## src/rtl/pidc_pkg.sv

```systemverilog
// pidc_pkg: shared types and constants of the clamped pid controller
// register map, command and status bundles between controller and datapath
// no dependencies
package pidc_pkg;

  // configuration register map, byte address 4*index
  localparam int unsigned AddrW   = 5;
  localparam int unsigned RegIdxW = 3;

  localparam logic [RegIdxW-1:0] RegGainP   = 3'd0;
  localparam logic [RegIdxW-1:0] RegGainI   = 3'd1;
  localparam logic [RegIdxW-1:0] RegGainD   = 3'd2;
  localparam logic [RegIdxW-1:0] RegDrvLo   = 3'd3;
  localparam logic [RegIdxW-1:0] RegDrvHi   = 3'd4;
  localparam logic [RegIdxW-1:0] RegAccLo   = 3'd5;
  localparam logic [RegIdxW-1:0] RegAccHi   = 3'd6;
  localparam logic [RegIdxW-1:0] RegMinStep = 3'd7;

  localparam logic [31:0] GainRst    = 32'h0000_0000;
  localparam logic [15:0] DrvLoRst   = 16'h8000;
  localparam logic [15:0] DrvHiRst   = 16'h7FFF;
  localparam logic [31:0] AccLoRst   = 32'h8000_0000;
  localparam logic [31:0] AccHiRst   = 32'h7FFF_FFFF;
  localparam logic [15:0] MinStepRst = 16'h0000;

  // transaction kinds on the input tuser
  localparam logic OpUpdate = 1'b0;
  localparam logic OpClear  = 1'b1;

  // restoring divide of a 37-bit dividend, one quotient bit a cycle
  localparam int unsigned DivSteps = 37;
  localparam int unsigned DivCntW  = $clog2(DivSteps);

  typedef struct packed {
    logic [31:0] gain_p;
    logic [31:0] gain_i;
    logic [31:0] gain_d;
    logic [15:0] drive_floor;
    logic [15:0] drive_ceiling;
    logic [31:0] accum_floor;
    logic [31:0] accum_ceiling;
    logic [15:0] min_step;
  } cfg_t;

  typedef enum logic [1:0] {
    MulErrStep  = 2'd0,
    MulPropGain = 2'd1,
    MulIntGain  = 2'd2,
    MulDerGain  = 2'd3
  } mul_sel_e;

  typedef enum logic [1:0] {
    SumClear   = 2'd0,
    SumAddProp = 2'd1,
    SumAddHalf = 2'd2,
    SumHold    = 2'd3
  } sum_op_e;

  typedef struct packed {
    logic     take;
    logic     clear;
    logic     mul_en;
    mul_sel_e mul_sel;
    logic     acc_upd;
    logic     div_step;
    logic     deriv_load;
    sum_op_e  sum_op;
    logic     rnd_load;
    logic     out_load;
  } cmd_t;

  typedef struct packed {
    logic deriv_go;
  } status_t;

endpackage

```

## src/rtl/pidc_regs.sv

```systemverilog
// pidc_regs: apb configuration registers of the clamped pid controller
// depends on pidc_pkg
module pidc_regs (
  input  logic                       clk_i,
  input  logic                       rst_ni,
  input  logic                       psel,
  input  logic                       penable,
  input  logic                       pwrite,
  input  logic [pidc_pkg::AddrW-1:0] paddr,
  input  logic [31:0]                pwdata,
  output logic [31:0]                prdata,
  output logic                       pready,
  output pidc_pkg::cfg_t             cfg_o
);

  pidc_pkg::cfg_t               cfg_q;
  logic                         wr_en;
  logic [pidc_pkg::RegIdxW-1:0] idx;

  assign wr_en  = psel && penable && pwrite;
  assign idx    = paddr[pidc_pkg::AddrW-1:2];
  assign pready = 1'b1;
  assign cfg_o  = cfg_q;

  always_ff @(posedge clk_i or negedge rst_ni) begin
    if (!rst_ni) begin
      cfg_q.gain_p        <= pidc_pkg::GainRst;
      cfg_q.gain_i        <= pidc_pkg::GainRst;
      cfg_q.gain_d        <= pidc_pkg::GainRst;
      cfg_q.drive_floor   <= pidc_pkg::DrvLoRst;
      cfg_q.drive_ceiling <= pidc_pkg::DrvHiRst;
      cfg_q.accum_floor   <= pidc_pkg::AccLoRst;
      cfg_q.accum_ceiling <= pidc_pkg::AccHiRst;
      cfg_q.min_step      <= pidc_pkg::MinStepRst;
    end else if (wr_en) begin
      unique case (idx)
        pidc_pkg::RegGainP:   cfg_q.gain_p        <= pwdata;
        pidc_pkg::RegGainI:   cfg_q.gain_i        <= pwdata;
        pidc_pkg::RegGainD:   cfg_q.gain_d        <= pwdata;
        pidc_pkg::RegDrvLo:   cfg_q.drive_floor   <= pwdata[15:0];
        pidc_pkg::RegDrvHi:   cfg_q.drive_ceiling <= pwdata[15:0];
        pidc_pkg::RegAccLo:   cfg_q.accum_floor   <= pwdata;
        pidc_pkg::RegAccHi:   cfg_q.accum_ceiling <= pwdata;
        pidc_pkg::RegMinStep: cfg_q.min_step      <= pwdata[15:0];
        default: ;
      endcase
    end
  end

  always_comb begin
    unique case (idx)
      pidc_pkg::RegGainP:   prdata = cfg_q.gain_p;
      pidc_pkg::RegGainI:   prdata = cfg_q.gain_i;
      pidc_pkg::RegGainD:   prdata = cfg_q.gain_d;
      pidc_pkg::RegDrvLo:   prdata = {16'h0000, cfg_q.drive_floor};
      pidc_pkg::RegDrvHi:   prdata = {16'h0000, cfg_q.drive_ceiling};
      pidc_pkg::RegAccLo:   prdata = cfg_q.accum_floor;
      pidc_pkg::RegAccHi:   prdata = cfg_q.accum_ceiling;
      pidc_pkg::RegMinStep: prdata = {16'h0000, cfg_q.min_step};
      default:              prdata = 32'h0000_0000;
    endcase
  end

endmodule

```

## src/rtl/pidc_ctrl.sv

```systemverilog
// pidc_ctrl: sequencer of the clamped pid controller
// issues datapath commands, owns the divide counter and the result valid flag
// depends on pidc_pkg
module pidc_ctrl (
  input  logic              clk_i,
  input  logic              rst_ni,
  input  logic              in_valid_i,
  input  logic              in_op_i,
  output logic              in_ready_o,
  input  logic              out_ready_i,
  output logic              out_valid_o,
  input  pidc_pkg::status_t status_i,
  output pidc_pkg::cmd_t    cmd_o
);

  typedef enum logic [9:0] {
    StIdle = 10'b00_0000_0001,
    StInc  = 10'b00_0000_0010,
    StAcc  = 10'b00_0000_0100,
    StDiv  = 10'b00_0000_1000,
    StMulP = 10'b00_0001_0000,
    StMulI = 10'b00_0010_0000,
    StMulD = 10'b00_0100_0000,
    StFin  = 10'b00_1000_0000,
    StRnd  = 10'b01_0000_0000,
    StOut  = 10'b10_0000_0000
  } state_e;

  state_e                       state_q, state_d;
  logic [pidc_pkg::DivCntW-1:0] div_cnt_q, div_cnt_d;
  logic                         out_valid_q, out_valid_d;
  logic                         slot_free;

  assign in_ready_o  = (state_q == StIdle);
  assign out_valid_o = out_valid_q;
  assign slot_free   = !out_valid_q || out_ready_i;

  always_comb begin
    state_d   = state_q;
    div_cnt_d = div_cnt_q;
    cmd_o     = '0;
    cmd_o.mul_sel = pidc_pkg::MulErrStep;
    cmd_o.sum_op  = pidc_pkg::SumHold;

    unique case (state_q)
      StIdle: begin
        if (in_valid_i) begin
          cmd_o.take  = 1'b1;
          cmd_o.clear = (in_op_i == pidc_pkg::OpClear);
          if (in_op_i == pidc_pkg::OpUpdate) state_d = StInc;
        end
      end
      StInc: begin
        cmd_o.mul_en  = 1'b1;
        cmd_o.mul_sel = pidc_pkg::MulErrStep;
        state_d       = StAcc;
      end
      StAcc: begin
        cmd_o.acc_upd = 1'b1;
        div_cnt_d     = '0;
        state_d       = status_i.deriv_go ? StDiv : StMulP;
      end
      StDiv: begin
        cmd_o.div_step = 1'b1;
        div_cnt_d      = div_cnt_q + 1'b1;
        if (div_cnt_q == pidc_pkg::DivCntW'(pidc_pkg::DivSteps - 1)) state_d = StMulP;
      end
      StMulP: begin
        cmd_o.mul_en     = 1'b1;
        cmd_o.mul_sel    = pidc_pkg::MulPropGain;
        cmd_o.sum_op     = pidc_pkg::SumClear;
        cmd_o.deriv_load = 1'b1;
        state_d          = StMulI;
      end
      StMulI: begin
        cmd_o.mul_en  = 1'b1;
        cmd_o.mul_sel = pidc_pkg::MulIntGain;
        cmd_o.sum_op  = pidc_pkg::SumAddProp;
        state_d       = StMulD;
      end
      StMulD: begin
        cmd_o.mul_en  = 1'b1;
        cmd_o.mul_sel = pidc_pkg::MulDerGain;
        cmd_o.sum_op  = pidc_pkg::SumAddHalf;
        state_d       = StFin;
      end
      StFin: begin
        cmd_o.sum_op = pidc_pkg::SumAddHalf;
        state_d      = StRnd;
      end
      StRnd: begin
        cmd_o.rnd_load = 1'b1;
        state_d        = StOut;
      end
      StOut: begin
        // hold the result until the output register is free
        if (slot_free) begin
          cmd_o.out_load = 1'b1;
          state_d        = StIdle;
        end
      end
      default: state_d = StIdle;
    endcase
  end

  always_comb begin
    out_valid_d = out_valid_q;
    if (cmd_o.out_load) out_valid_d = 1'b1;
    else if (out_ready_i) out_valid_d = 1'b0;
  end

  always_ff @(posedge clk_i or negedge rst_ni) begin
    if (!rst_ni) begin
      state_q     <= StIdle;
      div_cnt_q   <= '0;
      out_valid_q <= 1'b0;
    end else begin
      state_q     <= state_d;
      div_cnt_q   <= div_cnt_d;
      out_valid_q <= out_valid_d;
    end
  end

endmodule

```

## src/rtl/pidc_dpath.sv

```systemverilog
// pidc_dpath: datapath of the clamped pid controller
// shared 32x32 multiplier, integral clamp, serial divider, sum and output clamp
// depends on pidc_pkg
module pidc_dpath (
  input  logic              clk_i,
  input  logic              rst_ni,
  input  pidc_pkg::cfg_t    cfg_i,
  input  pidc_pkg::cmd_t    cmd_i,
  output pidc_pkg::status_t status_o,
  input  logic [15:0]       err_sample_i,
  input  logic [15:0]       step_time_i,
  output logic [15:0]       drive_o
);

  // item latches and controller state
  logic signed [15:0] err_q;
  logic [15:0]        dt_q;
  logic signed [31:0] accum_q;
  logic signed [15:0] last_err_q;
  logic               have_last_q;

  // multiplier
  logic signed [31:0] mul_a, mul_b;
  logic signed [63:0] prod_q;

  // integral update
  logic signed [33:0] inc_raw, inc, acc_sum, acc_lo, acc_hi;
  logic signed [31:0] acc_clamp;

  // divider
  logic signed [16:0] diff;
  logic [16:0]        mag;
  logic [15:0]        rem_q;
  logic [36:0]        quot_q;
  logic [16:0]        rem_sh, rem_sub;
  logic               ge;
  logic               deriv_en_q, deriv_neg_q;
  logic signed [31:0] deriv_q;

  // sum and output
  logic signed [65:0] sum_q, term_p, term_h, rnd_full;
  logic signed [42:0] rnd_q, drv_lo, drv_hi;
  logic [15:0]        drive_q;

  assign status_o.deriv_go = have_last_q && (dt_q > cfg_i.min_step);
  assign drive_o           = drive_q;

  always_comb begin
    case (cmd_i.mul_sel)
      pidc_pkg::MulErrStep: begin
        mul_a = {{16{err_q[15]}}, err_q};
        mul_b = {16'h0000, dt_q};
      end
      pidc_pkg::MulPropGain: begin
        mul_a = cfg_i.gain_p;
        mul_b = {{16{err_q[15]}}, err_q};
      end
      pidc_pkg::MulIntGain: begin
        mul_a = cfg_i.gain_i;
        mul_b = accum_q;
      end
      pidc_pkg::MulDerGain: begin
        mul_a = cfg_i.gain_d;
        mul_b = deriv_q;
      end
      default: begin
        mul_a = '0;
        mul_b = '0;
      end
    endcase
  end

  // err*dt is Q.20, rounded to Q.16 half up; the product fits in 33 bits
  assign inc_raw = $signed(prod_q[33:0]) + 34'sd8;
  assign inc     = inc_raw >>> 4;
  assign acc_sum = $signed({{2{accum_q[31]}}, accum_q}) + inc;
  assign acc_lo  = $signed({{2{cfg_i.accum_floor[31]}}, cfg_i.accum_floor});
  assign acc_hi  = $signed({{2{cfg_i.accum_ceiling[31]}}, cfg_i.accum_ceiling});

  always_comb begin
    // floor wins when the limits are crossed
    if (acc_sum < acc_lo)      acc_clamp = cfg_i.accum_floor;
    else if (acc_sum > acc_hi) acc_clamp = cfg_i.accum_ceiling;
    else                       acc_clamp = acc_sum[31:0];
  end

  assign diff    = $signed({err_q[15], err_q}) - $signed({last_err_q[15], last_err_q});
  assign mag     = diff[16] ? 17'(-diff) : diff;
  assign rem_sh  = {rem_q, quot_q[36]};
  assign ge      = rem_sh >= {1'b0, dt_q};
  assign rem_sub = rem_sh - {1'b0, dt_q};

  assign term_p   = $signed({{2{prod_q[63]}}, prod_q}) <<< 7;
  assign term_h   = $signed({{3{prod_q[63]}}, prod_q[63:1]});
  assign rnd_full = sum_q + (66'sd1 <<< 22);
  assign drv_lo   = $signed({{27{cfg_i.drive_floor[15]}}, cfg_i.drive_floor});
  assign drv_hi   = $signed({{27{cfg_i.drive_ceiling[15]}}, cfg_i.drive_ceiling});

  always_ff @(posedge clk_i or negedge rst_ni) begin
    if (!rst_ni) begin
      accum_q     <= '0;
      last_err_q  <= '0;
      have_last_q <= 1'b0;
    end else if (cmd_i.clear) begin
      accum_q     <= '0;
      last_err_q  <= '0;
      have_last_q <= 1'b0;
    end else if (cmd_i.acc_upd) begin
      accum_q     <= acc_clamp;
      last_err_q  <= err_q;
      have_last_q <= 1'b1;
    end
  end

  always_ff @(posedge clk_i) begin
    if (cmd_i.take) begin
      err_q <= err_sample_i;
      dt_q  <= step_time_i;
    end
    if (cmd_i.mul_en) prod_q <= mul_a * mul_b;

    if (cmd_i.acc_upd) begin
      deriv_en_q  <= status_o.deriv_go;
      deriv_neg_q <= diff[16];
      rem_q       <= '0;
      quot_q      <= {mag, 20'h00000};
    end else if (cmd_i.div_step) begin
      rem_q  <= ge ? rem_sub[15:0] : rem_sh[15:0];
      quot_q <= {quot_q[35:0], ge};
    end

    // quotient magnitude back to a saturated signed Q16.16
    if (cmd_i.deriv_load) begin
      if (!deriv_en_q) begin
        deriv_q <= '0;
      end else if (deriv_neg_q) begin
        deriv_q <= (quot_q > 37'h00_8000_0000) ? 32'sh8000_0000 : 32'h0 - quot_q[31:0];
      end else begin
        deriv_q <= (quot_q > 37'h00_7FFF_FFFF) ? 32'sh7FFF_FFFF : quot_q[31:0];
      end
    end

    case (cmd_i.sum_op)
      pidc_pkg::SumClear:   sum_q <= '0;
      pidc_pkg::SumAddProp: sum_q <= sum_q + term_p;
      pidc_pkg::SumAddHalf: sum_q <= sum_q + term_h;
      default:              sum_q <= sum_q;
    endcase

    if (cmd_i.rnd_load) rnd_q <= rnd_full[65:23];

    // the clamp result always lies within one of the 16-bit limits
    if (cmd_i.out_load) begin
      if (rnd_q < drv_lo)      drive_q <= cfg_i.drive_floor;
      else if (rnd_q > drv_hi) drive_q <= cfg_i.drive_ceiling;
      else                     drive_q <= rnd_q[15:0];
    end
  end

endmodule

```

## src/rtl/pid_controller_clamped_top.sv

```systemverilog
// Fixed-point PID controller with integral clamp. An update transaction on the
// input stream (tuser 0) carries a Q8.8 error and a Q4.12 time step and yields
// one Q8.8 drive value; a clear transaction (tuser 1) empties the integral and
// the error history, leaves the block ready and yields nothing. An update steps
// through Inc, Acc, MulP, MulI, MulD, Fin, Rnd and Out before the block is ready
// again, with a bit-serial divide of the error difference by the time step
// between Acc and MulP when a derivative is formed; the four products share one
// 32x32 multiplier. A finished drive value waits in the output register while
// the next transaction is accepted. Registers sit on an APB port at 4*index and
// must be written by the user only while no update is in flight; no logic enforces it.
// depends on pidc_pkg, pidc_regs, pidc_ctrl, pidc_dpath
module pid_controller_clamped_top (
  input  logic                       clk_i,
  input  logic                       rst_ni,
  // apb configuration
  input  logic                       psel,
  input  logic                       penable,
  input  logic                       pwrite,
  input  logic [pidc_pkg::AddrW-1:0] paddr,
  input  logic [31:0]                pwdata,
  output logic [31:0]                prdata,
  output logic                       pready,
  // input stream
  input  logic                       s_axis_tvalid,
  output logic                       s_axis_tready,
  input  logic [31:0]                s_axis_tdata,  // err_sample[15:0], step_time[31:16]
  input  logic                       s_axis_tuser,  // op[0]: 0 update, 1 clear
  // output stream
  output logic                       m_axis_tvalid,
  input  logic                       m_axis_tready,
  output logic [15:0]                m_axis_tdata   // drive[15:0]
);

  pidc_pkg::cfg_t    cfg;
  pidc_pkg::cmd_t    cmd;
  pidc_pkg::status_t status;

  pidc_regs u_regs (
    .clk_i   (clk_i),
    .rst_ni  (rst_ni),
    .psel    (psel),
    .penable (penable),
    .pwrite  (pwrite),
    .paddr   (paddr),
    .pwdata  (pwdata),
    .prdata  (prdata),
    .pready  (pready),
    .cfg_o   (cfg)
  );

  pidc_ctrl u_ctrl (
    .clk_i       (clk_i),
    .rst_ni      (rst_ni),
    .in_valid_i  (s_axis_tvalid),
    .in_op_i     (s_axis_tuser),
    .in_ready_o  (s_axis_tready),
    .out_ready_i (m_axis_tready),
    .out_valid_o (m_axis_tvalid),
    .status_i    (status),
    .cmd_o       (cmd)
  );

  pidc_dpath u_dpath (
    .clk_i        (clk_i),
    .rst_ni       (rst_ni),
    .cfg_i        (cfg),
    .cmd_i        (cmd),
    .status_o     (status),
    .err_sample_i (s_axis_tdata[15:0]),
    .step_time_i  (s_axis_tdata[31:16]),
    .drive_o      (m_axis_tdata)
  );

  // an update keeps the block busy for the following cycle
  a_update_busy: assert property (@(posedge clk_i) disable iff (!rst_ni)
    (s_axis_tvalid && s_axis_tready && s_axis_tuser == pidc_pkg::OpUpdate) |=> !s_axis_tready)
    else $error("input accepted right after an update transaction");

  // a clear transaction never produces a result
  a_clear_silent: assert property (@(posedge clk_i) disable iff (!rst_ni)
    (s_axis_tvalid && s_axis_tready && s_axis_tuser == pidc_pkg::OpClear) |=> !cmd.out_load)
    else $error("clear transaction produced a result");

  // a pending result is never overwritten
  a_no_overwrite: assert property (@(posedge clk_i) disable iff (!rst_ni)
    cmd.out_load |-> (!m_axis_tvalid || m_axis_tready))
    else $error("output register overwritten before it was taken");

  // divider and multiplier are never driven in the same cycle
  a_div_mul_excl: assert property (@(posedge clk_i) disable iff (!rst_ni)
    !(cmd.div_step && cmd.mul_en))
    else $error("divide step overlaps a multiply");

endmodule
```

## config.mk

```make
export PLATFORM = sky130hd
export DESIGN_NAME = pid_controller_clamped_top
export DESIGN_NICKNAME = d
export VERILOG_FILES = /design/src/rtl/pidc_pkg.sv /design/src/rtl/pidc_regs.sv /design/src/rtl/pidc_ctrl.sv /design/src/rtl/pidc_dpath.sv /design/src/rtl/pid_controller_clamped_top.sv
export SDC_FILE = /design/constraint.sdc
export NUM_CORES = 2
export LEC_CHECK = 0
export BUFFER_PORTS_ARGS = -buffer_cell sky130_fd_sc_hd__buf_2
export CAP_MARGIN = 15
export CORE_MARGIN = 5
export CORE_UTILIZATION = 40
export CTS_CLUSTER_DIAMETER = 150
export DETAILED_ROUTE_END_ITERATION = 8
export MAX_ROUTING_LAYER = met4
export SETUP_SLACK_MARGIN = 0.2
export SYNTH_ARGS = -nofsm -noshare
export SYNTH_HDL_FRONTEND = slang
export SYNTH_SLANG_ARGS = --single-unit
```

## constraint.sdc

```tcl
create_clock -name clk_i -period 11.2 [get_ports clk_i]
set_input_delay 0 -clock clk_i [delete_from_list [all_inputs] [get_ports clk_i]]
set_output_delay 0 -clock clk_i [all_outputs]
set_load 0.01 [all_outputs]
```

==> out/results.tsv <==
stage	metric	value	unit
cts	numCtsBuffers	73	
placement	dp.cells	11000	
cells_and_area	fin_nets	10400	
route	wl	304000	um
logic_synthesis	synth_top_family_by_area	adder cells	
cells_and_area	fillers	18400	
logic_synthesis	syn_avg_cell_area	9.10	sq um
logic_synthesis	synth_cells	8417	
logic_synthesis	synth-xor-area-share	0.0361	
sta	fmax	93.7	MHz
worst_setup_path	worst_setup_path_end_kind	flip-flop	
route	route.detailed.wl_per_inst	27.0	um
worst_setup_path	critical_path_class	reg2reg	
sta	finalClockSkew	0.0657	ns
worst_setup_path	crit_slowest_cell	fa_1	
logic_synthesis	async_flop_share	0.471	
cells_and_area	drive_above_1_share	0.0935	
cells_and_area	layout.cells.most_common_list	inv_1, fa_1, nand2_1	
route	first_iter_violations	6268	
worst_setup_path	cp.depth	35	
cells_and_area	syn_to_final_growth	11.7	%
route	avgViaCountPerCell	5.77	
route	via_count	64900	
worst_setup_path	cp.arrival	11.10	ns
logic_synthesis	syn_nets	10100	
logic_synthesis	yosysWarnings	0	
floorplanning	start_util	0.403	
floorplanning	die_w	448	um
worst_setup_path	cpLargestDelayFamily	adder cells	
placement	place_congestion	1.05	
cts	cts_sinks	582	
global_route	grtUsageTotal	0.311	
sta	slew_headroom	0.126	
logic_synthesis	synth_edf_count	272	
floorplanning	die_h	448	um
sta	fin_ws	0.527	ns
placement	place_hpwl	247000	um
placement	postPlaceCellArea	0.0817	sq mm
worst_setup_path	max_stage_delay	0.66	ns
logic_synthesis	synth_cell_type_count	95	
floorplanning	ios	128	
worst_setup_path	worst-path-buf-inv	7	
sta	slew_viol_final	0	
logic_synthesis	synth_mux_area_frac	0.0266	
cells_and_area	design_area	0.0856	sq mm
logic_synthesis	ys_seq_area_frac	0.206	
global_route	grt_pass1_wl	445000	um
logic_synthesis	synth_compound_area_frac	0.140	
cells_and_area	final_common_cell	inv_1	
cells_and_area	seqCellArea	0.0158	sq mm
global_route	grt_pass1_vias	65800	
sta	period_share	0.953	
logic_synthesis	synthAdderAreaFrac	0.373	
sta	rsz0062_at_grt	yes	
placement	io_buffers	124	
worst_hold_path	hp-class	in2reg	
worst_setup_path	crit_required	11.63	ns
logic_synthesis	syn_area	0.0766	sq mm
logic_synthesis	synth_flop_cell	edfxtp_1	
placement	place_ws	0.164	ns
cts	htreeDepth	3	
worst_setup_path	path_common_cell	fa_1	
floorplanning	core_area	0.190	sq mm
logic_synthesis	synth-simple-area-share	0.134	
run_status	outcome	completed	
cts	cts_tree	done	
route	antenna_left	0	
sta	finalSetupTns	0	ns
floorplanning	rows	160	
worst_hold_path	hold_path_depth	2	
cells_and_area	fin_cells	11200	
route	post-route-drc-count	0	
logic_synthesis	ys_seq_elements	582	
sta	tightestPinTransition	1.31	ns
cells_and_area	multi_input_area	0.0549	sq mm
worst_setup_path	cp_max_fo	31	
global_route	antenna_found_initial	11	
cts	clockRootBuffer	clkbuf_16	
worst_setup_path	r2r_cells	35	
global_route	grt_overflow	0	
job	cap_violations	0	
route	first_pass_iters	6	
sta	fin_crit	10.67	ns
sta	setup_viol	0	
floorplanning	die_area	0.200	sq mm
sta	finalHoldViolCount	0	
cts	clock_path_buffers	3	
cts	clkSlewWorstSetupHoldPaths	0.05	ns
global_route	grt_max_degree	161	
worst_setup_path	crit_path_start_kind	flip-flop	
cts	clkLatencyLatePin	0.75	ns
[through the flow]
step / util / hold slack [ns]
floorplan: - / -0.296
global placement: 0.429 / 0.152
detailed placement: 0.429 / 0.155
CTS: 0.448 / 0.00216
global route: 0.450 / 0.0511
finish: 0.450 / 0.0442
[kinds of logic (layout without fill, tap and decap cells)]
family | after synthesis | in the layout
AOI/OAI and AO/OA | 1656 | 1656
other | 1 | 9
muxes | 189 | 189
and+or+nand+nor | 2355 | 2355
DFF | 582 | 582
buffers and inverters | 1684 | 1994
adders and majority gates | 1634 | 1634
xor gates and xnor gates | 316 | 316
[Yosys cell counts (81+ instances only)]
cell type | count | area share
nand4_1 | 81 | 0.0066
a22oi_1 | 87 | 0.0085
ha_1 | 547 | 0.089
a21oi_1 | 378 | 0.025
edfxtp_1 | 272 | 0.11
clkbuf_1 | 316 | 0.015
a21o_1 | 171 | 0.017
nor2b_1 | 86 | 0.0070
xnor2_1 | 210 | 0.024
nand3_1 | 92 | 0.0060
mux2_2 | 106 | 0.016
o21ai_0 | 396 | 0.026
fa_1 | 1087 | 0.28
nand2_1 | 987 | 0.048
inv_1 | 1329 | 0.065
nor2_1 | 773 | 0.038
dfrtp_1 | 225 | 0.073
mux2i_1 | 82 | 0.011
xor2_1 | 106 | 0.012
o21a_1 | 83 | 0.0081
[worst paths after layout]
path | start | to | slack, ns
setup / recovery | u_ctrl.state_q[3] | u_dpath.prod_q[61] | 0.53
hold / removal | s_axis_tdata[11] | u_dpath.err_q[11] | 0.04
setup reg to reg | u_ctrl.state_q[3] | u_dpath.prod_q[61] | 0.53
hold reg to reg | u_dpath.rem_q[15] | u_dpath.rem_q[15] | 0.45
max in group asynchronous | rst_ni | u_regs.cfg_o[118] | 9.26
min in group asynchronous | rst_ni | u_dpath.last_err_q[4] | 0.40
[area by class of cell]
cell class | instances | share of cell area
clock buffer | 106 | 0.0240
clock inverter | 28 | 0.00432
multi-input combinational | 6151 | 0.641
timing repair buffer | 531 | 0.0505
tap | 2511 | 0.0367
antenna | 8 | 0.000234
inverter | 1329 | 0.0584
sequential | 582 | 0.185
[flip-flops by register name, summed over array words and instances (netlist names)]
signal,flops
u_dpath.last_err_q,16
u_ctrl.div_cnt_q,6
u_dpath.drive_o,16
u_regs.cfg_o,208
u_ctrl.state_q,10
u_dpath.quot_q,37
u_dpath.deriv_neg_q,1
u_dpath.rnd_q,43
u_dpath.dt_q,16
u_dpath.rem_q,16
u_dpath.deriv_en_q,1
u_dpath.deriv_q,32
u_dpath.sum_q,66
u_dpath.prod_q,64
u_dpath.have_last_q,1
u_dpath.accum_q,32
u_ctrl.out_valid_o,1
u_dpath.err_q,16
[metal layers]
metal / global-route usage / wire length (um) / vias to the layer above
li1: - / - / 28200
met1: 0.398 / 123000 / 32900
met2: 0.475 / 136000 / 2977
met3: 0.0576 / 25700 / 707
met4: 0.157 / 19800 / 0
met5: - / 0 / -
[what timing repair did]
item,in CTS,in global routing
setup buffers,3,7
cloned,0,1
hold endpoints to repair,377,0
gates resized for setup,7,71
endpoints found under the setup margin,5,21
pin swaps,0,4
hold buffers,103,0
Power is not shown: default switching activity piles up to over one toggle a cycle in this logic, so the estimate is an artifact.
